**src/sv/assert_macros.svh**
```systemverilog
// Assertion helpers; the enclosing module provides clk and rst_n.
`ifndef ASSERT_MACROS_SVH
`define ASSERT_MACROS_SVH

// Same-cycle implication.
`define PSV_ASSERT(label, ante, cons, msg) \
  label: assert property (@(posedge clk) disable iff (!rst_n) (ante) |-> (cons)) \
    else $error(msg);

// Next-cycle implication.
`define PSV_ASSERT_NEXT(label, ante, cons, msg) \
  label: assert property (@(posedge clk) disable iff (!rst_n) (ante) |=> (cons)) \
    else $error(msg);

`endif

```
**src/sv/psv_pkg.sv**
```systemverilog
`default_nettype none
package psv_pkg;

  typedef struct packed {
    logic [7:0] byte_value;
    logic       last_byte;
  } psv_in_t;

  typedef struct packed {
    logic [2:0]  status;
    logic [31:0] matched_length;
    logic        big_endian;
    logic        nanosecond;
    logic [31:0] version;
    logic [24:0] snap_length;
    logic [31:0] link_type;
    logic [31:0] packet_count;
    logic [31:0] first_seconds;
    logic [31:0] first_fraction;
    logic [31:0] final_seconds;
    logic [31:0] final_fraction;
  } psv_out_t;

  typedef enum logic [1:0] {
    PH_GLOBAL,
    PH_RECORD,
    PH_PAYLOAD
  } psv_phase_t;

  localparam logic [2:0] ST_NO_MATCH       = 3'd0;
  localparam logic [2:0] ST_MATCHED        = 3'd1;
  localparam logic [2:0] ST_PARTIAL_GLOBAL = 3'd2;
  localparam logic [2:0] ST_PARTIAL_RECORD = 3'd3;
  localparam logic [2:0] ST_PARTIAL_DATA   = 3'd4;

  localparam logic [31:0] MAGIC_USEC = 32'hA1B2_C3D4;
  localparam logic [31:0] MAGIC_NSEC = 32'hA1B2_3C4D;
  localparam logic [31:0] SNAP_MAX   = 32'h0100_0000;

  localparam logic [4:0] GLOBAL_LAST = 5'd23;
  localparam logic [3:0] RECORD_LAST = 4'd15;

  // Global header word slots
  localparam logic [2:0] GW_MAGIC   = 3'd0;
  localparam logic [2:0] GW_VERSION = 3'd1;
  localparam logic [2:0] GW_SNAP    = 3'd4;
  localparam logic [2:0] GW_LINK    = 3'd5;

  // Record header word slots
  localparam logic [1:0] RW_SECONDS  = 2'd0;
  localparam logic [1:0] RW_FRACTION = 2'd1;
  localparam logic [1:0] RW_INCL     = 2'd2;

endpackage
`default_nettype wire

```
**src/sv/psv_core.sv**
```systemverilog
`default_nettype none
module psv_core import psv_pkg::*; #(
  parameter int LENGTH_BITS = 32
) (
  input  wire logic     clk,
  input  wire logic     rst_n,
  input  wire logic     adv,
  input  wire psv_in_t  step,
  output logic          res_valid,
  output psv_out_t      res
);

  localparam int WB = (LENGTH_BITS > 32) ? LENGTH_BITS : 32;

  logic [LENGTH_BITS-1:0] cnt_r, cnt_nxt, rstart_r, rstart_nxt;
  psv_phase_t             phase_r, phase_nxt;
  logic [23:0]            shift_r;
  logic [3:0]             hpos_r, hpos_nxt;
  logic                   bad_r, bad_nxt, be_r, be_nxt, ns_r, ns_nxt, done_r;
  logic [31:0]            ver_r, ver_nxt, link_r, link_nxt;
  logic [24:0]            snap_r, snap_nxt, pl_r, pl_nxt;
  logic [31:0]            rw0_r, rw0_nxt, rw1_r, rw1_nxt, rw2_r, rw2_nxt;
  logic [31:0]            pkts_r, pkts_nxt;
  logic [31:0]            fsec_r, fsec_nxt, ffrac_r, ffrac_nxt;
  logic [31:0]            lsec_r, lsec_nxt, lfrac_r, lfrac_nxt;

  logic [31:0]            w, swp, hw;
  logic [24:0]            pl_dec;
  logic                   verdict, vdet, finish, clr;
  logic [2:0]             vstat;
  logic [LENGTH_BITS-1:0] vlen, len_sel;
  logic [WB-1:0]          len_ext;
  logic                   det;

  assign w   = {shift_r, step.byte_value};
  assign swp = {w[7:0], w[15:8], w[23:16], w[31:24]};
  assign hw  = be_r ? w : swp;
  assign clr = adv && step.last_byte;

  always_comb begin
    cnt_nxt    = (cnt_r != '1) ? cnt_r + 1'b1 : cnt_r;
    phase_nxt  = phase_r;
    hpos_nxt   = hpos_r;
    bad_nxt    = bad_r;
    be_nxt     = be_r;
    ns_nxt     = ns_r;
    ver_nxt    = ver_r;
    snap_nxt   = snap_r;
    link_nxt   = link_r;
    rw0_nxt    = rw0_r;
    rw1_nxt    = rw1_r;
    rw2_nxt    = rw2_r;
    pl_nxt     = pl_r;
    rstart_nxt = rstart_r;
    pkts_nxt   = pkts_r;
    fsec_nxt   = fsec_r;
    ffrac_nxt  = ffrac_r;
    lsec_nxt   = lsec_r;
    lfrac_nxt  = lfrac_r;
    pl_dec     = (pl_r != '0) ? pl_r - 1'b1 : pl_r;
    verdict    = 1'b0;
    vdet       = 1'b0;
    vstat      = ST_NO_MATCH;
    vlen       = '0;
    finish     = 1'b0;
    case (phase_r)
      PH_GLOBAL: begin
        if (cnt_r[1:0] == 2'b11) begin
          case (cnt_r[4:2])
            GW_MAGIC: begin
              if (swp == MAGIC_USEC || swp == MAGIC_NSEC) begin
                be_nxt = 1'b0;
                ns_nxt = (swp == MAGIC_NSEC);
              end else if (w == MAGIC_USEC || w == MAGIC_NSEC) begin
                be_nxt = 1'b1;
                ns_nxt = (w == MAGIC_NSEC);
              end else begin
                bad_nxt = 1'b1;
              end
            end
            GW_VERSION: begin
              ver_nxt = be_r ? w : {w[23:16], w[31:24], w[7:0], w[15:8]};
              if (ver_nxt[31:16] == 16'd0) bad_nxt = 1'b1;
            end
            GW_SNAP: begin
              if (hw == 32'd0 || hw > SNAP_MAX) bad_nxt = 1'b1;
              else snap_nxt = hw[24:0];
            end
            GW_LINK: link_nxt = hw;
            default: ;
          endcase
        end
        if (cnt_r[4:0] == GLOBAL_LAST) begin
          if (bad_nxt) begin
            verdict = 1'b1;
          end else begin
            phase_nxt  = PH_RECORD;
            hpos_nxt   = '0;
            rstart_nxt = cnt_nxt;
          end
        end
      end
      PH_RECORD: begin
        if (hpos_r[1:0] == 2'b11) begin
          case (hpos_r[3:2])
            RW_SECONDS:  rw0_nxt = hw;
            RW_FRACTION: rw1_nxt = hw;
            RW_INCL:     rw2_nxt = hw;
            default: ;
          endcase
        end
        if (hpos_r != RECORD_LAST) begin
          hpos_nxt = hpos_r + 1'b1;
        end else begin
          hpos_nxt = '0;
          if (rw2_r > {7'd0, snap_r} || hw < rw2_r) begin
            verdict = 1'b1;
            if (pkts_r != 32'd0) begin
              vstat = ST_MATCHED;
              vdet  = 1'b1;
              vlen  = rstart_r;
            end
          end else if (rw2_r == 32'd0) begin
            finish = 1'b1;
          end else begin
            pl_nxt    = rw2_r[24:0];
            phase_nxt = PH_PAYLOAD;
          end
        end
      end
      PH_PAYLOAD: begin
        pl_nxt = pl_dec;
        if (pl_dec == '0) finish = 1'b1;
      end
      default: ;
    endcase
    if (finish) begin
      if (pkts_r == 32'd0) begin
        fsec_nxt  = rw0_r;
        ffrac_nxt = rw1_r;
      end
      lsec_nxt   = rw0_r;
      lfrac_nxt  = rw1_r;
      pkts_nxt   = (pkts_r != '1) ? pkts_r + 1'b1 : pkts_r;
      phase_nxt  = PH_RECORD;
      hpos_nxt   = '0;
      rstart_nxt = cnt_nxt;
    end
  end

  always_comb begin
    res_valid = adv && !done_r && (verdict || step.last_byte);
    if (verdict) begin
      res.status = vstat;
      len_sel    = vlen;
      det        = vdet;
    end else begin
      len_sel = cnt_nxt;
      det     = (phase_nxt != PH_GLOBAL);
      case (phase_nxt)
        PH_GLOBAL:  res.status = ST_PARTIAL_GLOBAL;
        PH_RECORD:  res.status = (hpos_nxt == '0) ? ST_MATCHED : ST_PARTIAL_RECORD;
        PH_PAYLOAD: res.status = ST_PARTIAL_DATA;
        default:    res.status = ST_NO_MATCH;
      endcase
    end
    len_ext = WB'(len_sel);
    res.matched_length = (len_ext > WB'(32'hFFFF_FFFF)) ? 32'hFFFF_FFFF : len_ext[31:0];
    res.big_endian     = det & be_nxt;
    res.nanosecond     = det & ns_nxt;
    res.version        = det ? ver_nxt : '0;
    res.snap_length    = det ? snap_nxt : '0;
    res.link_type      = det ? link_nxt : '0;
    res.packet_count   = det ? pkts_nxt : '0;
    res.first_seconds  = det ? fsec_nxt : '0;
    res.first_fraction = det ? ffrac_nxt : '0;
    res.final_seconds  = det ? lsec_nxt : '0;
    res.final_fraction = det ? lfrac_nxt : '0;
  end

  always_ff @(posedge clk) begin
    if (!rst_n || clr) begin
      cnt_r    <= '0;
      phase_r  <= PH_GLOBAL;
      shift_r  <= '0;
      hpos_r   <= '0;
      bad_r    <= 1'b0;
      be_r     <= 1'b0;
      ns_r     <= 1'b0;
      ver_r    <= '0;
      snap_r   <= '0;
      link_r   <= '0;
      rw0_r    <= '0;
      rw1_r    <= '0;
      rw2_r    <= '0;
      pl_r     <= '0;
      rstart_r <= '0;
      pkts_r   <= '0;
      fsec_r   <= '0;
      ffrac_r  <= '0;
      lsec_r   <= '0;
      lfrac_r  <= '0;
      done_r   <= 1'b0;
    end else if (adv && !done_r) begin
      cnt_r    <= cnt_nxt;
      phase_r  <= phase_nxt;
      shift_r  <= w[23:0];
      hpos_r   <= hpos_nxt;
      bad_r    <= bad_nxt;
      be_r     <= be_nxt;
      ns_r     <= ns_nxt;
      ver_r    <= ver_nxt;
      snap_r   <= snap_nxt;
      link_r   <= link_nxt;
      rw0_r    <= rw0_nxt;
      rw1_r    <= rw1_nxt;
      rw2_r    <= rw2_nxt;
      pl_r     <= pl_nxt;
      rstart_r <= rstart_nxt;
      pkts_r   <= pkts_nxt;
      fsec_r   <= fsec_nxt;
      ffrac_r  <= ffrac_nxt;
      lsec_r   <= lsec_nxt;
      lfrac_r  <= lfrac_nxt;
      done_r   <= verdict;
    end
  end

endmodule
`default_nettype wire

```
**src/sv/pcap_stream_validator.sv**
```systemverilog
`default_nettype none
// Classic pcap stream checker. Takes one byte per cycle unless the output
// stalls, through an input register and a result register; a verdict is
// registered in the result register from the byte that decides it. Each
// stream yields exactly one result transaction; bytes after the verdict are
// consumed silently until last_byte, which returns the checker to its reset
// state. Throughput is set by the single per-byte header/record tracker update.
module pcap_stream_validator import psv_pkg::*; #(
  parameter int LENGTH_BITS = 32
) (
  input  wire logic     clk,
  input  wire logic     rst_n,
  input  wire logic     in_valid,
  output logic          in_ready,
  input  wire psv_in_t  in_data,
  output logic          out_valid,
  input  wire logic     out_ready,
  output psv_out_t      out_data
);

`include "assert_macros.svh"

  logic     s1_valid_r;
  psv_in_t  s1_data_r;
  logic     out_valid_r;
  psv_out_t out_data_r;
  logic     adv;
  logic     res_valid;
  psv_out_t res;

  assign adv       = s1_valid_r && (!out_valid_r || out_ready);
  assign in_ready  = !s1_valid_r || adv;
  assign out_valid = out_valid_r;
  assign out_data  = out_data_r;

  always_ff @(posedge clk) begin
    if (!rst_n) begin
      s1_valid_r <= 1'b0;
    end else if (in_ready) begin
      s1_valid_r <= in_valid;
    end
  end

  always_ff @(posedge clk) begin
    if (in_ready && in_valid) begin
      s1_data_r <= in_data;
    end
  end

  always_ff @(posedge clk) begin
    if (!rst_n) begin
      out_valid_r <= 1'b0;
    end else if (adv) begin
      out_valid_r <= res_valid;
    end else if (out_ready) begin
      out_valid_r <= 1'b0;
    end
  end

  always_ff @(posedge clk) begin
    if (adv && res_valid) begin
      out_data_r <= res;
    end
  end

  psv_core #(
    .LENGTH_BITS(LENGTH_BITS)
  ) u_core (
    .clk      (clk),
    .rst_n    (rst_n),
    .adv      (adv),
    .step     (s1_data_r),
    .res_valid(res_valid),
    .res      (res)
  );

  `PSV_ASSERT_NEXT(a_stage_hold, s1_valid_r && !adv, s1_valid_r && $stable(s1_data_r), "stalled byte lost")
  `PSV_ASSERT(a_res_on_adv, res_valid, adv, "verdict without a processed byte")
  `PSV_ASSERT(a_ready_cause, !in_ready, s1_valid_r && out_valid_r && !out_ready, "input stalled without backpressure")

endmodule
`default_nettype wire
```
**config.mk**
```make
export PLATFORM = sky130hd
export DESIGN_NAME = pcap_stream_validator
export DESIGN_NICKNAME = d
export VERILOG_FILES = /design/src/sv/psv_pkg.sv /design/src/sv/psv_core.sv /design/src/sv/pcap_stream_validator.sv
export VERILOG_INCLUDE_DIRS = /design/src /design/src/sv
export SDC_FILE = /design/constraint.sdc
export NUM_CORES = 2
export LEC_CHECK = 0
export ABC_AREA = 1
export BUFFER_PORTS_ARGS = -buffer_cell sky130_fd_sc_hd__buf_2
export CORE_ASPECT_RATIO = 1.4
export CORE_MARGIN = 4
export CORE_UTILIZATION = 34
export DETAILED_ROUTE_END_ITERATION = 8
export GPL_TIMING_DRIVEN = 0
export PLACE_DENSITY = 0.51
export SYNTH_ARGS = -nofsm -noshare
export SYNTH_HDL_FRONTEND = slang
export SYNTH_SLANG_ARGS = --single-unit
export TNS_END_PERCENT = 20
```
**constraint.sdc**
```tcl
create_clock -name clk -period 69.2 [get_ports clk]
set_input_delay 13.84 -clock clk [delete_from_list [all_inputs] [get_ports clk]]
set_output_delay 13.84 -clock clk [all_outputs]
set_load 0.03 [all_outputs]
```
# Yosys cells after proc, flatten, opt, wreduce, memory -nomap -nowiden
# Cells that the tools add are included.
[word_totals] ff_bits=765 inputBits=13
[classes] addsub=4 order_cmp=4 eq_ne=23 mux=88 bitwise_logic=2 n_reduce_logical=41
[op_table] cell="$mux 32" n=26
[op_table] cell="$mux 25" n=8
[op_table] cell="$eq 32x32->1 const B" n=4
[op_table] cell="$logic_not 32->1" n=3
[op_table] cell="$add 32x1->32 const B" n=2
[op_table] cell="$ne 32x32->1 const B" n=2
[op_table] cell="$pmux 25 s2" n=1
[op_table] cell="$gt 32x25->1" n=1
[op_table] cell="$gt 32x25->1 const B" n=1
[op_table] cell="$gt 32x32->1 const B" n=1
[op_table] cell="$lt 32x32->1" n=1
[op_table] cell="$mux 1" n=32
[op_table] cell="$reduce_bool 32->1" n=1
[op_table] cell="$logic_not 25->1" n=1
[op_table] cell="$reduce_bool 25->1" n=1
[op_table] cell="$sub 25x1->25 const B" n=1
[op_table] cell="$logic_not 16->1" n=1
[op_table] cell="$mux 4" n=4
[op_table] cell="$reduce_and 4->1" n=4
[op_table] cell="$mux 2" n=7
[op_table] cell="$mux 3" n=4
[op_table] cell="$eq 2x2->1 const B" n=5
[op_table] cell="$reduce_bool 2->1" n=5
[op_table] cell="$pmux 3 s3" n=1
[op_table] cell="other kinds (21)" n=45

# Longest topological paths before layout
[depth] depth_word=15 mapped_depth=28 ltp_nobuf=24

# Hierarchy
# A second synthesis with hierarchy kept.
[unflattened] hier_cells=4284 area_unflattened_um2=34927.2
[by_module_without_submodules] mod="psv_core" instances=1 cells_each=3972 area_each_um2=25961.1 seq_area_each_um2=9369.0
[by_module_without_submodules] mod="pcap_stream_validator" instances=1 cells_each=312 area_each_um2=8966.1 seq_area_each_um2=8898.5

# Worst setup path after synthesis
# Ideal clock, no wire load.
[synth_timing] path_kind="input to register" start="in out_ready" end="reg out_data_r, in the netlist out_data[0] (enable)" setup_time_ns=1.332 t_arrival_ns=34.605 t_required_ns=67.868 setup_slack_ns=33.263 stages=7 path_buffers=1 path_cell_list="inv_1 nand2_1 nand2_1 nor2_1 inv_2 clkbuf_1 o21ai_0"
[synth_via] elab_chain_cells=5
[synth_lines] element="start, declared" line_no="pcap_stream_validator.sv:17" text="input wire logic out_ready,"
[synth_lines] element="$logic_or 1x1->1 (*)" line_no="pcap_stream_validator.sv:31" text="assign adv = s1_valid_r && (!out_valid_r || out_ready);"
[synth_lines] element="$logic_and 1x1->1 (*)" line_no="pcap_stream_validator.sv:31"
[synth_lines] element="$logic_and 1x1->1 (2 in a row)" line_no="psv_core.sv:152" text="res_valid = adv && !done_r && (verdict || step.last_byte);"
[synth_lines] element="$logic_and 1x1->1 (*)" line_no="pcap_stream_validator.sv:61" text="if (adv && res_valid) begin"
[synth_lines] element="end signal, assigned" line_no="pcap_stream_validator.sv:62" text="out_data_r <= res;"
[synth_lines] element="end, declared" line_no="pcap_stream_validator.sv:26" text="psv_out_t out_data_r;"
# Mark *: on every way between the ends. The rest lies on a longest branch, timed or not.
# A chain may end at the register's enable or synchronous reset.

# Final worst setup path
[layout_timing] start="in out_ready" end="out in_ready"
[layout_via] elab_chain_cells=3
[layout_lines] element="$logic_or 1x1->1" line_no="pcap_stream_validator.sv:31"
[layout_lines] element="$logic_and 1x1->1" line_no="pcap_stream_validator.sv:31"
[layout_lines] element="$logic_or 1x1->1" line_no="pcap_stream_validator.sv:32" text="assign in_ready = !s1_valid_r || adv;"
[layout_lines] element="end, declared" line_no="pcap_stream_validator.sv:14" text="output logic in_ready,"
# No other way between the ends.

==> qor.txt <==
Status = finished, violations left
Failing checks = max-capacitance violations, max-slew violations
Compound-gate portion of the synthesized area = 22.2%
FF/Latch Area = 0.0183 mm2
Root buf cell = clkbuf_16
Sequential share of power = 44.0%
Ys async rst share = 0%
Hold Buf Count CTS = 0
Worst Path Max Fanout = 3
Power Dens Cells = 25.6 mW/mm2
Global-route wire length before repair = 208000 um
Fin cells = 6510
Period utilization = 40.6%
WL met2 = 66200 um
Num CTS Buffers = 81
Share of cells above drive strength 1 = 15.1%
Hold Path Class = reg2reg
CP arrival = 14.29 ns
GP Congestion = 0.995
Clk buf depth = 3
Synthesized cell area = 0.0375 mm2
Syn Inst Count = 4590
Remaining routing DRC violations = 0
Clock transition at path regs = 0.06 ns
Uppermost routed layer = met4
Setup TNS = 0 ns
Cell row count = 143
DIE HEIGHT = 401 um
Main combinational cell family by area after synthesis = compound AO/OA/AOI/OAI gates
Via Count = 33000
# setup viols final = 0
Internal Power = 0.000787 W
Synth-to-layout area growth = 17.0%
Post-DP HPWL = 108000 um
Final WL = 142000 um
Leak = 17.6 nW
Port Buffer Count = 300
Initial antenna violation count = 1
Post-CTS Resized = 0
Ys Warns = 0
Slew Limit Fails = 5
Initial DRC count = 2876
Overall global routing resource usage = 23.9%
Worst IR Drop VDD = 0.0180 mV
Detail-routed via count per cell = 5.07
Core Area = 0.109 mm2
NetSw = 0.000336 W
Worst slew pin tran = 1.52 ns
Tmin final = 28.13 ns
WL met1 = 60800 um
Syn nets = 4667
Drt first pass iters = 6
IO Count = 301
Synth Area in Simple Gates = 14.3%
Fill cells = 11400
Sw Share = 29.9%
Type of origin of the critical path = input port
Setup Fix Bufs, Post-CTS = 0
RSZ-0062 raised after global routing = false
Max Freq = 0.0356 GHz
CP Data Required Time = 55.36 ns
Relative slew slack = -2.66%
Met3 WL = 7890 um
Netlist cell types = 48
Synth Area in Adders = 2.13%
Critical Path Sink Type = output port
Die Wd = 289 um
Logic pwr share = 15.1%
Avg WL per Cell = 21.8 um
Number of flops mapped to enable cells by yosys = 295
Max FFs per register = 286
Proportion of synthesized area in mux cells = 0%
Clock latency on the worst-skew pair = 0.70 ns
XOR/XNOR Fraction of Synth Area = 1.40%
Largest net degree at the start of global routing = 33
Die Area = 0.116 mm2
Initial core utilization = 34.4%
Inst Count DP = 6356
Max cap viols = 1
Setup Skew = 0.0308 ns
Area occupied by multi-input gates = 0.0150 mm2
Synthesized flop and latch total = 765
GR Overflow Total = 0
Predominant post-synthesis flop cell = dfxtp_1
H-tree Lvls = 3
CTS tree = built
Clock sink count = 765
Vias in the first global route = 31800
Clk pwr share = 40.9%
Sequential share of the synthesized area = 48.7%
Hold Fails Final Rpt = 0
Synthesized area per cell = 8.17 um2
ANT nets after route = 0
Type of the worst setup path = in2out
Total Nets Final = 5066
## cells in the mapped netlist, types with 55 or more instances
cell        n  area (um2)
clkbuf_1  169         634
nand4_1    55         344
dfxtp_1   470        9410
ha_1       64         801
o21ai_0   608        3040
edfxtp_1  295        8860
nand3_1    85         425
nor2_1    304        1140
o211ai_1   82         616
inv_1     720        2700
a21oi_1   341        1710
o21bai_1   68         510
a211oi_1   70         526
nand2_1   725        2720
a21oi_2   190        1660
## power by group through the flow
stage | registers (W) | clock network (W) | logic [W]
2_1_floorplan | 0.000518 | 0 | 0.0000985
3_3_place_gp | 0.000511 | 0 | 0.000166
3_5_place_dp | 0.000503 | 0 | 0.000168
4_1_cts | 0.000494 | 0.000470 | 0.000169
5_1_grt | 0.000495 | 0.000488 | 0.000184
6_report | 0.000494 | 0.000460 | 0.000169
## routing by layer
metal / vias to the layer above / GRT usage, %
met4: 0 / 11.1
met1: 15700 / 30.7
met3: 260 / 3.71
met5: - / 0
met2: 1030 / 39.4
li1: 16100 / -
## stage by stage
step / cell area (um2) / utilization (%) / setup slack [ns] / total power, W / hold WS [ns]
6_report: 43900 / 40.2 / 41.07 / 0.00112 / 0.446
5_1_grt: 43900 / 40.2 / 41.04 / 0.00117 / 0.470
4_1_cts: 43900 / 40.2 / 41.07 / 0.00113 / 0.448
3_5_place_dp: 41100 / 37.7 / 41.07 / 0.000671 / 0.439
3_3_place_gp: 40800 / 37.4 / 22.54 / 0.000677 / 0.434
2_1_floorplan: 37500 / - / 33.26 / 0.000616 / 0.425
## final cells by class
| cell class | count | share of cell area (%) |
|---|---|---|
| timing repair buffer | 316 | 4.08 |
| tap | 1450 | 4.13 |
| inverter | 728 | 6.23 |
| clock buffer | 99 | 4.84 |
| clock inverter | 53 | 1.42 |
| antenna | 2 | 0.0114 |
| sequential | 765 | 41.6 |
| multi-input combinational | 2812 | 34.2 |
| buffer | 285 | 3.42 |
## critical path, cell delays in order
cell and delay [ns]:
buf_2 0.10, inv_1 0.05, nand3_1 0.10, buf_2 0.20
## cell families after synthesis
group,Yosys count
and+or+nand+nor,1292
AOI/OAI and AO/OA,1396
buffers and inverters,1013
DFF,765
adders and majority gates,64
xor gates and xnor gates,60
## path summary, 6_finish.rpt
path              cells after the start                                to                              from  slack [ns]
hold / removal                        2  u_core.rstart_r[13]$_SDFFE_PP0P_  u_core.rstart_r[13]$_SDFFE_PP0P_        0.45
hold reg to reg                       2  u_core.rstart_r[13]$_SDFFE_PP0P_  u_core.rstart_r[13]$_SDFFE_PP0P_        0.45
setup reg to reg                     20        out_data[16]$_SDFFCE_PN0P_    u_core.shift_r[7]$_SDFFE_PP0P_       63.25
setup / recovery                      4                          in_ready                         out_ready       41.07
## cell usage in the layout (no fill, tap or decap), drive strengths merged, types with 4 or more instances in the layout
master    instances
xor2             48
a211oi           70
edfxtp          295
nand3            86
bufinv            9
xnor2            12
a31oi            13
inv             735
nand2           734
dfxtp           470
nor4             32
nand3b           11
clkinvlp          6
o211ai           82
clkinv           31
o21bai           68
clkbuf          274
o22ai             9
nand4            55
a21oi           531
nor2            315
buf             426
nor3             48
or2               4
o21ai           617
ha               64
Note: power is estimated with default switching activity, not from simulation.
